File: src/twrpc_pkg.sv
package twrpc_pkg;

    // field widths
    localparam int unsigned RAW_W      = 16;
    localparam int unsigned POS_W      = 32;
    localparam int unsigned STEP_W     = 16;
    localparam int unsigned GAIN_W     = 16;
    localparam int unsigned PWR_W      = 15;
    localparam int unsigned DRV_W      = 16;
    localparam int unsigned CFG_IDX_W  = 3;
    localparam int unsigned CFG_DATA_W = 16;

    // drive datapath: exact error, exact product, Q0.16 drop
    localparam int unsigned FRAC_W = GAIN_W;
    localparam int unsigned ERR_W  = POS_W + 1;
    localparam int unsigned PROD_W = ERR_W + GAIN_W;
    localparam int unsigned QUO_W  = PROD_W - FRAC_W;

    // action codes
    localparam logic ACT_TICK       = 1'b0;
    localparam logic ACT_ADD_TARGET = 1'b1;

    // register indexes
    localparam logic [CFG_IDX_W-1:0] REG_MOTORS_ENABLED   = 3'd0;
    localparam logic [CFG_IDX_W-1:0] REG_LEFT_STEP_LIMIT  = 3'd1;
    localparam logic [CFG_IDX_W-1:0] REG_RIGHT_STEP_LIMIT = 3'd2;
    localparam logic [CFG_IDX_W-1:0] REG_PROP_GAIN        = 3'd3;
    localparam logic [CFG_IDX_W-1:0] REG_POWER_LIMIT      = 3'd4;

    localparam logic [GAIN_W-1:0] PROP_GAIN_RST   = 16'd3277;
    localparam logic [PWR_W-1:0]  POWER_LIMIT_RST = 15'd200;

    // what the last stage does with the drive
    localparam logic [1:0] OP_DRIVE = 2'd0;
    localparam logic [1:0] OP_ZERO  = 2'd1;
    localparam logic [1:0] OP_HOLD  = 2'd2;

    typedef logic [RAW_W-1:0]         raw_t;
    typedef logic signed [POS_W-1:0]  pos_t;
    typedef logic [STEP_W-1:0]        step_t;
    typedef logic [GAIN_W-1:0]        gain_t;
    typedef logic [PWR_W-1:0]         pwr_t;
    typedef logic signed [DRV_W-1:0]  drv_t;

    typedef struct packed {
        logic load1;    // item enters lane state update
        logic tick;     // item is a control tick
        logic enc_ok;   // encoder read succeeded
        logic enabled;  // motors enabled
        logic load2;    // stage 1 -> stage 2
        logic load3;    // stage 2 -> merge register
    } lane_ctrl_t;

    typedef struct packed {
        drv_t                    drive;
        logic signed [RAW_W-1:0] delta;
        pos_t                    odo;
    } lane_result_t;

endpackage

File: src/twrpc_if.sv
interface twrpc_cmd_if;
    import twrpc_pkg::*;

    logic                  valid;
    logic                  ready;
    logic                  action;
    raw_t                  left_encoder;
    raw_t                  right_encoder;
    logic                  encoders_valid;
    pos_t                  left_target_move;
    pos_t                  right_target_move;

    modport source (
        output valid, action, left_encoder, right_encoder, encoders_valid,
               left_target_move, right_target_move,
        input  ready
    );
    modport sink (
        input  valid, action, left_encoder, right_encoder, encoders_valid,
               left_target_move, right_target_move,
        output ready
    );
endinterface

interface twrpc_result_if;
    import twrpc_pkg::*;

    logic                    valid;
    logic                    ready;
    drv_t                    left_drive;
    drv_t                    right_drive;
    logic signed [RAW_W-1:0] left_count_delta;
    logic signed [RAW_W-1:0] right_count_delta;
    pos_t                    left_odometer;
    pos_t                    right_odometer;

    modport source (
        output valid, left_drive, right_drive, left_count_delta, right_count_delta,
               left_odometer, right_odometer,
        input  ready
    );
    modport sink (
        input  valid, left_drive, right_drive, left_count_delta, right_count_delta,
               left_odometer, right_odometer,
        output ready
    );
endinterface

interface twrpc_cfg_if;
    import twrpc_pkg::*;

    logic                  valid;
    logic                  ready;
    logic [CFG_IDX_W-1:0]  index;
    logic [CFG_DATA_W-1:0] data;

    modport source (output valid, index, data, input ready);
    modport sink   (input valid, index, data, output ready);
endinterface

File: src/twrpc_lane.sv
module twrpc_lane (
    input  logic                    clk,
    input  logic                    rst_n,
    input  twrpc_pkg::lane_ctrl_t   ctrl,
    input  twrpc_pkg::raw_t         encoder,
    input  twrpc_pkg::pos_t         target_move,
    input  twrpc_pkg::step_t        step_limit,
    input  twrpc_pkg::gain_t        gain,
    input  twrpc_pkg::pwr_t         power_limit,
    output twrpc_pkg::lane_result_t result
);
    import twrpc_pkg::*;

    // wheel state
    raw_t                    last_raw_reg, last_raw_next;
    pos_t                    odo_reg, odo_next;
    pos_t                    setpoint_reg, setpoint_next;
    pos_t                    target_reg, target_next;
    logic signed [RAW_W-1:0] delta_reg, delta_next;
    drv_t                    drive_hold_reg, drive_hold_next;

    // stage 1 / stage 2 registers
    pos_t                    p1_sp_reg, p1_odo_reg, p2_odo_reg;
    logic signed [RAW_W-1:0] p1_delta_reg, p2_delta_reg;
    logic [1:0]              p1_op_reg, p2_op_reg, op1;
    logic signed [PROD_W-1:0] p2_prod_reg;

    raw_t                    raw_delta;
    logic signed [ERR_W:0]   gap, step_s;
    pos_t                    ramped;
    logic signed [ERR_W-1:0] err;
    logic signed [PROD_W:0]  prod_full;
    logic signed [PROD_W-1:0] biased;
    logic signed [QUO_W-1:0] quo, lim_s;
    drv_t                    clamped;

    // ---- stage 1: odometry, ramp, target ----
    always_comb
    begin
        raw_delta = encoder - last_raw_reg;
        gap       = {{2{target_reg[POS_W-1]}}, target_reg}
                  - {{2{setpoint_reg[POS_W-1]}}, setpoint_reg};
        step_s    = $signed({{(ERR_W+1-STEP_W){1'b0}}, step_limit});
        if (gap > step_s)
            ramped = setpoint_reg + $signed({{(POS_W-STEP_W){1'b0}}, step_limit});
        else if (gap < -step_s)
            ramped = setpoint_reg - $signed({{(POS_W-STEP_W){1'b0}}, step_limit});
        else
            ramped = target_reg;

        last_raw_next = last_raw_reg;
        odo_next      = odo_reg;
        delta_next    = delta_reg;
        setpoint_next = setpoint_reg;
        target_next   = target_reg;
        if (ctrl.tick)
        begin
            if (ctrl.enc_ok)
            begin
                last_raw_next = encoder;
                delta_next    = $signed(raw_delta);
                odo_next      = odo_reg + {{(POS_W-RAW_W){raw_delta[RAW_W-1]}}, raw_delta};
            end
            if (ctrl.enabled)
                setpoint_next = ramped;
        end
        else
        begin
            target_next = target_reg + target_move;
        end

        priority if (!ctrl.tick)
            op1 = OP_HOLD;
        else if (ctrl.enabled)
            op1 = OP_DRIVE;
        else
            op1 = OP_ZERO;
    end

    always_ff @(posedge clk or negedge rst_n)
    begin
        if (!rst_n)
        begin
            last_raw_reg <= '0;
            odo_reg      <= '0;
            setpoint_reg <= '0;
            target_reg   <= '0;
            delta_reg    <= '0;
        end
        else if (ctrl.load1)
        begin
            last_raw_reg <= last_raw_next;
            odo_reg      <= odo_next;
            setpoint_reg <= setpoint_next;
            target_reg   <= target_next;
            delta_reg    <= delta_next;
        end
    end

    always_ff @(posedge clk)
    begin
        if (ctrl.load1)
        begin
            p1_sp_reg    <= setpoint_next;
            p1_odo_reg   <= odo_next;
            p1_delta_reg <= delta_next;
            p1_op_reg    <= op1;
        end
    end

    // ---- stage 2: error times gain ----
    always_comb
    begin
        err       = {p1_sp_reg[POS_W-1], p1_sp_reg} - {p1_odo_reg[POS_W-1], p1_odo_reg};
        prod_full = err * $signed({1'b0, gain});
    end

    always_ff @(posedge clk)
    begin
        if (ctrl.load2)
        begin
            p2_prod_reg  <= prod_full[PROD_W-1:0];
            p2_odo_reg   <= p1_odo_reg;
            p2_delta_reg <= p1_delta_reg;
            p2_op_reg    <= p1_op_reg;
        end
    end

    // ---- stage 3: truncate toward zero, clamp, pick drive ----
    always_comb
    begin
        // bias negatives so the arithmetic shift rounds toward zero
        biased = p2_prod_reg + (p2_prod_reg[PROD_W-1]
               ? $signed({{(PROD_W-FRAC_W){1'b0}}, {FRAC_W{1'b1}}})
               : $signed({PROD_W{1'b0}}));
        quo    = biased[PROD_W-1:FRAC_W];
        lim_s  = $signed({{(QUO_W-PWR_W){1'b0}}, power_limit});
        if (quo > lim_s)
            clamped = lim_s[DRV_W-1:0];
        else if (quo < -lim_s)
            clamped = -lim_s[DRV_W-1:0];
        else
            clamped = quo[DRV_W-1:0];

        unique case (p2_op_reg)
            OP_DRIVE: drive_hold_next = clamped;
            OP_ZERO:  drive_hold_next = '0;
            OP_HOLD:  drive_hold_next = drive_hold_reg;
            default:  drive_hold_next = drive_hold_reg;
        endcase
    end

    always_ff @(posedge clk or negedge rst_n)
    begin
        if (!rst_n)
            drive_hold_reg <= '0;
        else if (ctrl.load3)
            drive_hold_reg <= drive_hold_next;
    end

    assign result.drive = drive_hold_next;
    assign result.delta = p2_delta_reg;
    assign result.odo   = p2_odo_reg;

endmodule

File: src/twrpc_merge.sv
module twrpc_merge (
    input  logic                    clk,
    input  logic                    rst_n,
    input  logic                    load,
    input  twrpc_pkg::lane_result_t left,
    input  twrpc_pkg::lane_result_t right,
    output logic                    free,
    twrpc_result_if.source          result
);
    import twrpc_pkg::*;

    logic         valid_reg, valid_next;
    lane_result_t left_reg, right_reg;

    // register empties or drains this cycle
    assign free = !valid_reg || result.ready;

    always_comb
    begin
        priority if (load)
            valid_next = 1'b1;
        else if (result.ready)
            valid_next = 1'b0;
        else
            valid_next = valid_reg;
    end

    always_ff @(posedge clk or negedge rst_n)
    begin
        if (!rst_n)
            valid_reg <= 1'b0;
        else
            valid_reg <= valid_next;
    end

    always_ff @(posedge clk)
    begin
        if (load)
        begin
            left_reg  <= left;
            right_reg <= right;
        end
    end

    assign result.valid             = valid_reg;
    assign result.left_drive        = left_reg.drive;
    assign result.right_drive       = right_reg.drive;
    assign result.left_count_delta  = left_reg.delta;
    assign result.right_count_delta = right_reg.delta;
    assign result.left_odometer     = left_reg.odo;
    assign result.right_odometer    = right_reg.odo;

endmodule

File: src/two_wheel_ramped_position_controller.sv
// Two-wheel position controller with ramped setpoints and proportional drive.
// Channels: cmd (sink) takes one item per handshake: a control tick with raw
// encoder counts, or an add-target item with relative moves. result (source)
// returns exactly one item per cmd item, in order: both drives, the last
// count deltas and both odometers. cfg (sink) writes one register per
// handshake; cfg.ready is always high. The user must see that writes are
// only made while idle; the block does not enforce this. Throughput: one
// item per cycle unless result stalls. The state loop (odometer add, setpoint
// ramp) closes in the first stage; the gain multiply has its own stage, and
// truncation/clamp feeds the merge register that joins the two wheel lanes.
// Reset: all wheel state, held drives and deltas clear; motors disabled,
// step limits zero, gain 3277 (about 0.05), power limit 200.
// When the receiver stalls, the merge register holds its item and stages
// behind it fill; cmd.ready drops only once all three stages are full.
module two_wheel_ramped_position_controller (
    input  logic            clk,
    input  logic            rst_n,
    twrpc_cmd_if.sink       cmd,
    twrpc_result_if.source  result,
    twrpc_cfg_if.sink       cfg
);
    import twrpc_pkg::*;

    // configuration registers
    logic  motors_enabled_reg;
    step_t left_step_limit_reg;
    step_t right_step_limit_reg;
    gain_t prop_gain_reg;
    pwr_t  power_limit_reg;

    // pipeline occupancy
    logic v1_reg, v1_next;
    logic v2_reg, v2_next;
    logic merge_free;
    logic load1, load2, load3;
    logic rdy1, rdy2;

    lane_ctrl_t   ctrl;
    lane_result_t left_res, right_res;

    // ---- configuration port ----
    assign cfg.ready = 1'b1;

    always_ff @(posedge clk or negedge rst_n)
    begin
        if (!rst_n)
        begin
            motors_enabled_reg   <= 1'b0;
            left_step_limit_reg  <= '0;
            right_step_limit_reg <= '0;
            prop_gain_reg        <= PROP_GAIN_RST;
            power_limit_reg      <= POWER_LIMIT_RST;
        end
        else if (cfg.valid)
        begin
            unique case (cfg.index)
                REG_MOTORS_ENABLED:   motors_enabled_reg   <= cfg.data[0];
                REG_LEFT_STEP_LIMIT:  left_step_limit_reg  <= cfg.data;
                REG_RIGHT_STEP_LIMIT: right_step_limit_reg <= cfg.data;
                REG_PROP_GAIN:        prop_gain_reg        <= cfg.data;
                REG_POWER_LIMIT:      power_limit_reg      <= cfg.data[PWR_W-1:0];
                default:              ;   // unknown index: ignored
            endcase
        end
    end

    // ---- stage advance: each stage moves when the one ahead has room ----
    assign load3 = v2_reg && merge_free;
    assign rdy2  = !v2_reg || load3;
    assign load2 = v1_reg && rdy2;
    assign rdy1  = !v1_reg || load2;
    assign load1 = cmd.valid && rdy1;

    assign cmd.ready = rdy1;

    always_comb
    begin
        priority if (load1)
            v1_next = 1'b1;
        else if (load2)
            v1_next = 1'b0;
        else
            v1_next = v1_reg;

        priority if (load2)
            v2_next = 1'b1;
        else if (load3)
            v2_next = 1'b0;
        else
            v2_next = v2_reg;
    end

    always_ff @(posedge clk or negedge rst_n)
    begin
        if (!rst_n)
        begin
            v1_reg <= 1'b0;
            v2_reg <= 1'b0;
        end
        else
        begin
            v1_reg <= v1_next;
            v2_reg <= v2_next;
        end
    end

    always_comb
    begin
        ctrl.load1   = load1;
        ctrl.tick    = (cmd.action == ACT_TICK);
        ctrl.enc_ok  = cmd.encoders_valid;
        ctrl.enabled = motors_enabled_reg;
        ctrl.load2   = load2;
        ctrl.load3   = load3;
    end

    // ---- wheel lanes ----
    twrpc_lane u_left (
        .clk         (clk),
        .rst_n       (rst_n),
        .ctrl        (ctrl),
        .encoder     (cmd.left_encoder),
        .target_move (cmd.left_target_move),
        .step_limit  (left_step_limit_reg),
        .gain        (prop_gain_reg),
        .power_limit (power_limit_reg),
        .result      (left_res)
    );

    twrpc_lane u_right (
        .clk         (clk),
        .rst_n       (rst_n),
        .ctrl        (ctrl),
        .encoder     (cmd.right_encoder),
        .target_move (cmd.right_target_move),
        .step_limit  (right_step_limit_reg),
        .gain        (prop_gain_reg),
        .power_limit (power_limit_reg),
        .result      (right_res)
    );

    // ---- merge: both lanes into one result item ----
    twrpc_merge u_merge (
        .clk    (clk),
        .rst_n  (rst_n),
        .load   (load3),
        .left   (left_res),
        .right  (right_res),
        .free   (merge_free),
        .result (result)
    );

`ifndef SYNTHESIS
    // an empty output register never blocks new items
    assert property (@(posedge clk) disable iff (!rst_n)
        !result.valid |-> cmd.ready)
        else $error("cmd stalled with empty output register");

    // a result appears only out of a filled second stage
    assert property (@(posedge clk) disable iff (!rst_n)
        $rose(result.valid) |-> $past(v2_reg))
        else $error("result without a stage-2 item");

    // an item in stage 1 always moves into an empty stage 2
    assert property (@(posedge clk) disable iff (!rst_n)
        (v1_reg && !v2_reg) |=> v2_reg)
        else $error("stage-1 item lost");

    // accepted items are never dropped while the pipeline is full and stalled
    assert property (@(posedge clk) disable iff (!rst_n)
        (v1_reg && v2_reg && result.valid && !result.ready) |=> (v1_reg && v2_reg))
        else $error("item dropped during stall");
`endif

endmodule

File: src/flat_wrapper.sv
// flat-port wrapper written by rule: the top's interface ports become plain ports
module two_wheel_ramped_position_controller_flat import twrpc_pkg::*;
  (clk, rst_n, cmd_valid, cmd_action, cmd_left_encoder, cmd_right_encoder, cmd_encoders_valid, cmd_left_target_move, cmd_right_target_move, cmd_ready, result_valid, result_left_drive, result_right_drive, result_left_count_delta, result_right_count_delta, result_left_odometer, result_right_odometer, result_ready, cfg_valid, cfg_index, cfg_data, cfg_ready);
  twrpc_cmd_if cmd_i ();
  twrpc_result_if result_i ();
  twrpc_cfg_if cfg_i ();
  input  logic clk;
  input  logic rst_n;
  input wire logic [$bits(cmd_i.valid)-1:0] cmd_valid;
  input wire logic [$bits(cmd_i.action)-1:0] cmd_action;
  input wire logic [$bits(cmd_i.left_encoder)-1:0] cmd_left_encoder;
  input wire logic [$bits(cmd_i.right_encoder)-1:0] cmd_right_encoder;
  input wire logic [$bits(cmd_i.encoders_valid)-1:0] cmd_encoders_valid;
  input wire logic [$bits(cmd_i.left_target_move)-1:0] cmd_left_target_move;
  input wire logic [$bits(cmd_i.right_target_move)-1:0] cmd_right_target_move;
  output wire logic [$bits(cmd_i.ready)-1:0] cmd_ready;
  output wire logic [$bits(result_i.valid)-1:0] result_valid;
  output wire logic [$bits(result_i.left_drive)-1:0] result_left_drive;
  output wire logic [$bits(result_i.right_drive)-1:0] result_right_drive;
  output wire logic [$bits(result_i.left_count_delta)-1:0] result_left_count_delta;
  output wire logic [$bits(result_i.right_count_delta)-1:0] result_right_count_delta;
  output wire logic [$bits(result_i.left_odometer)-1:0] result_left_odometer;
  output wire logic [$bits(result_i.right_odometer)-1:0] result_right_odometer;
  input wire logic [$bits(result_i.ready)-1:0] result_ready;
  input wire logic [$bits(cfg_i.valid)-1:0] cfg_valid;
  input wire logic [$bits(cfg_i.index)-1:0] cfg_index;
  input wire logic [$bits(cfg_i.data)-1:0] cfg_data;
  output wire logic [$bits(cfg_i.ready)-1:0] cfg_ready;
  assign cmd_i.valid = cmd_valid;
  assign cmd_i.action = cmd_action;
  assign cmd_i.left_encoder = cmd_left_encoder;
  assign cmd_i.right_encoder = cmd_right_encoder;
  assign cmd_i.encoders_valid = cmd_encoders_valid;
  assign cmd_i.left_target_move = cmd_left_target_move;
  assign cmd_i.right_target_move = cmd_right_target_move;
  assign cmd_ready = cmd_i.ready;
  assign result_valid = result_i.valid;
  assign result_left_drive = result_i.left_drive;
  assign result_right_drive = result_i.right_drive;
  assign result_left_count_delta = result_i.left_count_delta;
  assign result_right_count_delta = result_i.right_count_delta;
  assign result_left_odometer = result_i.left_odometer;
  assign result_right_odometer = result_i.right_odometer;
  assign result_i.ready = result_ready;
  assign cfg_i.valid = cfg_valid;
  assign cfg_i.index = cfg_index;
  assign cfg_i.data = cfg_data;
  assign cfg_ready = cfg_i.ready;
  two_wheel_ramped_position_controller u_core (.clk(clk), .rst_n(rst_n), .cmd(cmd_i), .result(result_i), .cfg(cfg_i));
endmodule
File: config.mk
export PLATFORM = sky130hd
export DESIGN_NAME = two_wheel_ramped_position_controller_flat
export DESIGN_NICKNAME = d
export VERILOG_FILES = /design/src/twrpc_pkg.sv /design/src/twrpc_if.sv /design/src/twrpc_lane.sv /design/src/twrpc_merge.sv /design/src/two_wheel_ramped_position_controller.sv /design/src/flat_wrapper.sv
export SDC_FILE = /design/constraint.sdc
export NUM_CORES = 2
export LEC_CHECK = 0
export ABC_AREA = 1
export BUFFER_PORTS_ARGS = -buffer_cell sky130_fd_sc_hd__buf_2
export CAP_MARGIN = 5
export CORE_ASPECT_RATIO = 1.4
export CORE_UTILIZATION = 50
export DETAILED_ROUTE_END_ITERATION = 12
export PLACE_DENSITY = 0.71
export SLEW_MARGIN = 20
export SYNTH_ARGS = -nofsm -noshare
export SYNTH_HDL_FRONTEND = slang
export SYNTH_HIERARCHICAL = 1
export SYNTH_SLANG_ARGS = --single-unit
File: constraint.sdc
create_clock -name clk -period 13.7 [get_ports clk]
set_clock_uncertainty 0.2 [all_clocks]
set_input_delay 1.37 -clock clk [delete_from_list [all_inputs] [get_ports clk]]
set_output_delay 1.37 -clock clk [all_outputs]
set_load 0.01 [all_outputs]
==> impl_metrics.toml <==
[floorplan]
num_rows = 193
die_x_um = 380
core_sq_um = 198000
die_y_um = 531
dieArea_sq_um = 202000
start_util = 0.505
io_pins = 253

[sta]
hold_viol = 0
setup_viol = 0
finalWorstSetupSlack_ns = 4.61
finalCritPeriodShare = 0.664
setup_tns_ns = 0
slew_viol_final = 0
slew_headroom = 0.227
worst_pin_slew_ns = 1.16
period_minus_slack_ns = 9.09
rsz0062_at_grt = "no"
clock.fmax_mhz = 110

[grt]
grt_pass1_vias = 84900
antenna_found_initial = 16
grt_max_degree = 90
grt_overflow = 0
grt_usage = 0.291
grt_pass1_wl_um = 462000

[drt]
vias = 84700
antenna_left = 0
first_iter_violations = 6118
finalWirelength_um = 296000
viasPerCell = 5.37
drtPass1Iterations = 6
drc_errors = 0
routedWlPerCell_um = 18.8

[synthesis]
synthCells = 13000
yosys-mux-area-fraction = 0
synth_seq_area_share = 0.236
ys_seq_elements = 845
ys_dominant_reg_cell = "edfxtp_1"
netlist.top_cell.by_area = "fa_1"
synth_xor_xnor_area_share = 0.0399
synth_top_family_by_area = "adder cells"
synth_compound_area_frac = 0.0815
async_flop_share = 0.420
synth_enable_flop_cells = 490
synth_area_sq_um = 99900
synth_cell_type_count = 73
netlist_top_cells_area = "fa_1 20%, edfxtp_1 15%, nand2_1 12%"
yosys.area_share.simple = 0.233
synth_commonest_cells = "3138 x nand2_1, 2419 x inv_1, 1223 x nor2_1, 998 x fa_1, 810 x ha_1"
yosysMostFrequentCell = "nand2_1"
yosys_warnings = 6
synthAdderAreaFrac = 0.301
syn_area_per_cell_sq_um = 7.71
netlist.area_leader.share = 0.200
synthesis.nets = 14900

[cts]
cts_tree = "built"
postCtsSetupRepairBufs = 0
cts-root-buf = "clkbuf_16"
postCtsHoldBufs = 0
cts_buffer_depth = 3
cts.clk_slew.worst_paths_ns = 0.07
cts_buffers = 86
cts_sinks = 845
cts_resized = 0
clk_latency_ns = 0.76
h-tree-depth = 3

[layout]
syn2layout_area_growth_pct = 6.65
nets = 15000
stdcell_area_sq_um = 107000
layout-drive-gt1-share = 0.0579

[setup_path]
crit_start = "u_core/u_right/p1_sp_reg[2]"
r2r-end = "u_core/u_right/p2_prod_reg[45]"
critPathRequiredTime_ns = 13.94
crit_path_max_incr_delay_ns = 0.90
start_kind = "flop"
r2r_cells = 36
endpoint_kind = "flop"
crit_fanout = 11
worstSetupPathType = "flop to flop"
crit_slowest_cell = "xnor2_1"
cp_common_cell = "inv_1"
worstReg2RegStart = "u_core/u_right/p1_sp_reg[2]"
timing.reg2reg.setup_slack_ns = 4.61
endpoint = "u_core/u_right/p2_prod_reg[45]"
crit_arrival_ns = 9.33

[placed_design]
gp_congestion = 0.991
hpwl_um = 239000
placed_area_sq_um = 104000
io_buffers = 251
post-place-ws_ns = 4.63

[job]
cap_violations = 0

[hold_path]
hold_depth = 0
hold_path_class = "flop to flop"

[outcome]
status = "complete, no violations"
==> worst min-delay path by stage <==
stage,start,to
6_report,u_core/u_left/p2_odo_reg[8],u_core/u_merge/result.left_odometer[8]
5_1_grt,u_core/u_left/p2_odo_reg[12],u_core/u_merge/result.left_odometer[12]
4_1_cts,u_core/u_left/p2_odo_reg[14],u_core/u_merge/result.left_odometer[14]
3_5_place_dp,u_core/u_left/p2_odo_reg[18],u_core/u_merge/result.left_odometer[18]
3_3_place_gp,u_core/u_left/p2_odo_reg[9],u_core/u_merge/result.left_odometer[9]
2_1_floorplan,u_core/u_left/p1_delta_reg[0],u_core/u_left/p2_delta_reg[0]
==> placed cells by master, fill, tap and decap left out, types with 12 or more instances in the layout <==
cell type,n
o211ai_1,32
nand3_2,20
nand2_2,53
edfxtp_1,490
nor4_1,37
xnor2_1,130
clkinv_1,54
dfrtp_1,341
a21boi_0,26
clkbuf_1,16
nand2_1,3136
buf_4,75
a21oi_1,622
o21ai_0,534
o21bai_1,28
clkbuf_16,88
nor2_2,21
buf_2,250
a21o_1,28
inv_2,19
inv_1,2417
nand4_1,122
ha_1,810
o21ai_1,36
a31oi_1,63
nor3_1,150
or2_2,115
and2_1,13
fa_1,998
o21a_1,39
o221ai_1,18
nand3b_1,35
xor2_1,319
clkinv_2,12
nand3_1,581
nor2_1,1219
==> area by class of cell <==
cell class / count / area [sq um]
Multi-Input combinational cell: 9310 / 65600
Antenna cell: 4 / 10.0
Timing Repair Buffer: 326 / 1830
Fill cell: 19100 / 91500
Sequential cell: 845 / 23600
Clock buffer: 109 / 2330
Clock inverter: 52 / 556
Inverter: 2482 / 9330
Tap cell: 2632 / 3290
==> worst max-delay path: cells and delay by family (launching register included) <==
kind / cells / cell delay, ns
AOI/OAI and AO/OA: 12 / 2.20
xor gates and xnor gates: 2 / 1.05
adders and majority gates: 8 / 3.64
buffers and inverters: 8 / 0.75
DFF: 1 / 0.37
and+or+nand+nor: 6 / 0.58
==> per-stage QoR <==
stage,hold slack [ns],util,instances
5_1_grt,0.201,0.538,15800
2_1_floorplan,0.200,-,13000
6_report,0.198,0.538,15800
3_3_place_gp,0.201,0.523,15600
3_5_place_dp,0.205,0.523,15600
4_1_cts,0.192,0.538,15800
==> kinds of logic after synthesis <==
kind of cell,Yosys count
buf+inv,2805
compound gates,1482
xor+xnor,454
simple gates,5565
fa+ha+maj,1808
other cells,1
flops,845
==> routing by layer <==
| metal | track usage | share of wire | vias up |
|---|---|---|---|
| met5 | 0 | 0.00041 | - |
| met4 | 0.148 | 0.057 | 18 |
| met3 | 0.0493 | 0.069 | 802 |
| met2 | 0.505 | 0.48 | 2996 |
| met1 | 0.348 | 0.39 | 40200 |
| li1 | - | - | 40700 |
Power is not shown: default switching activity piles up to over one toggle a cycle in this logic, so the estimate is an artifact.
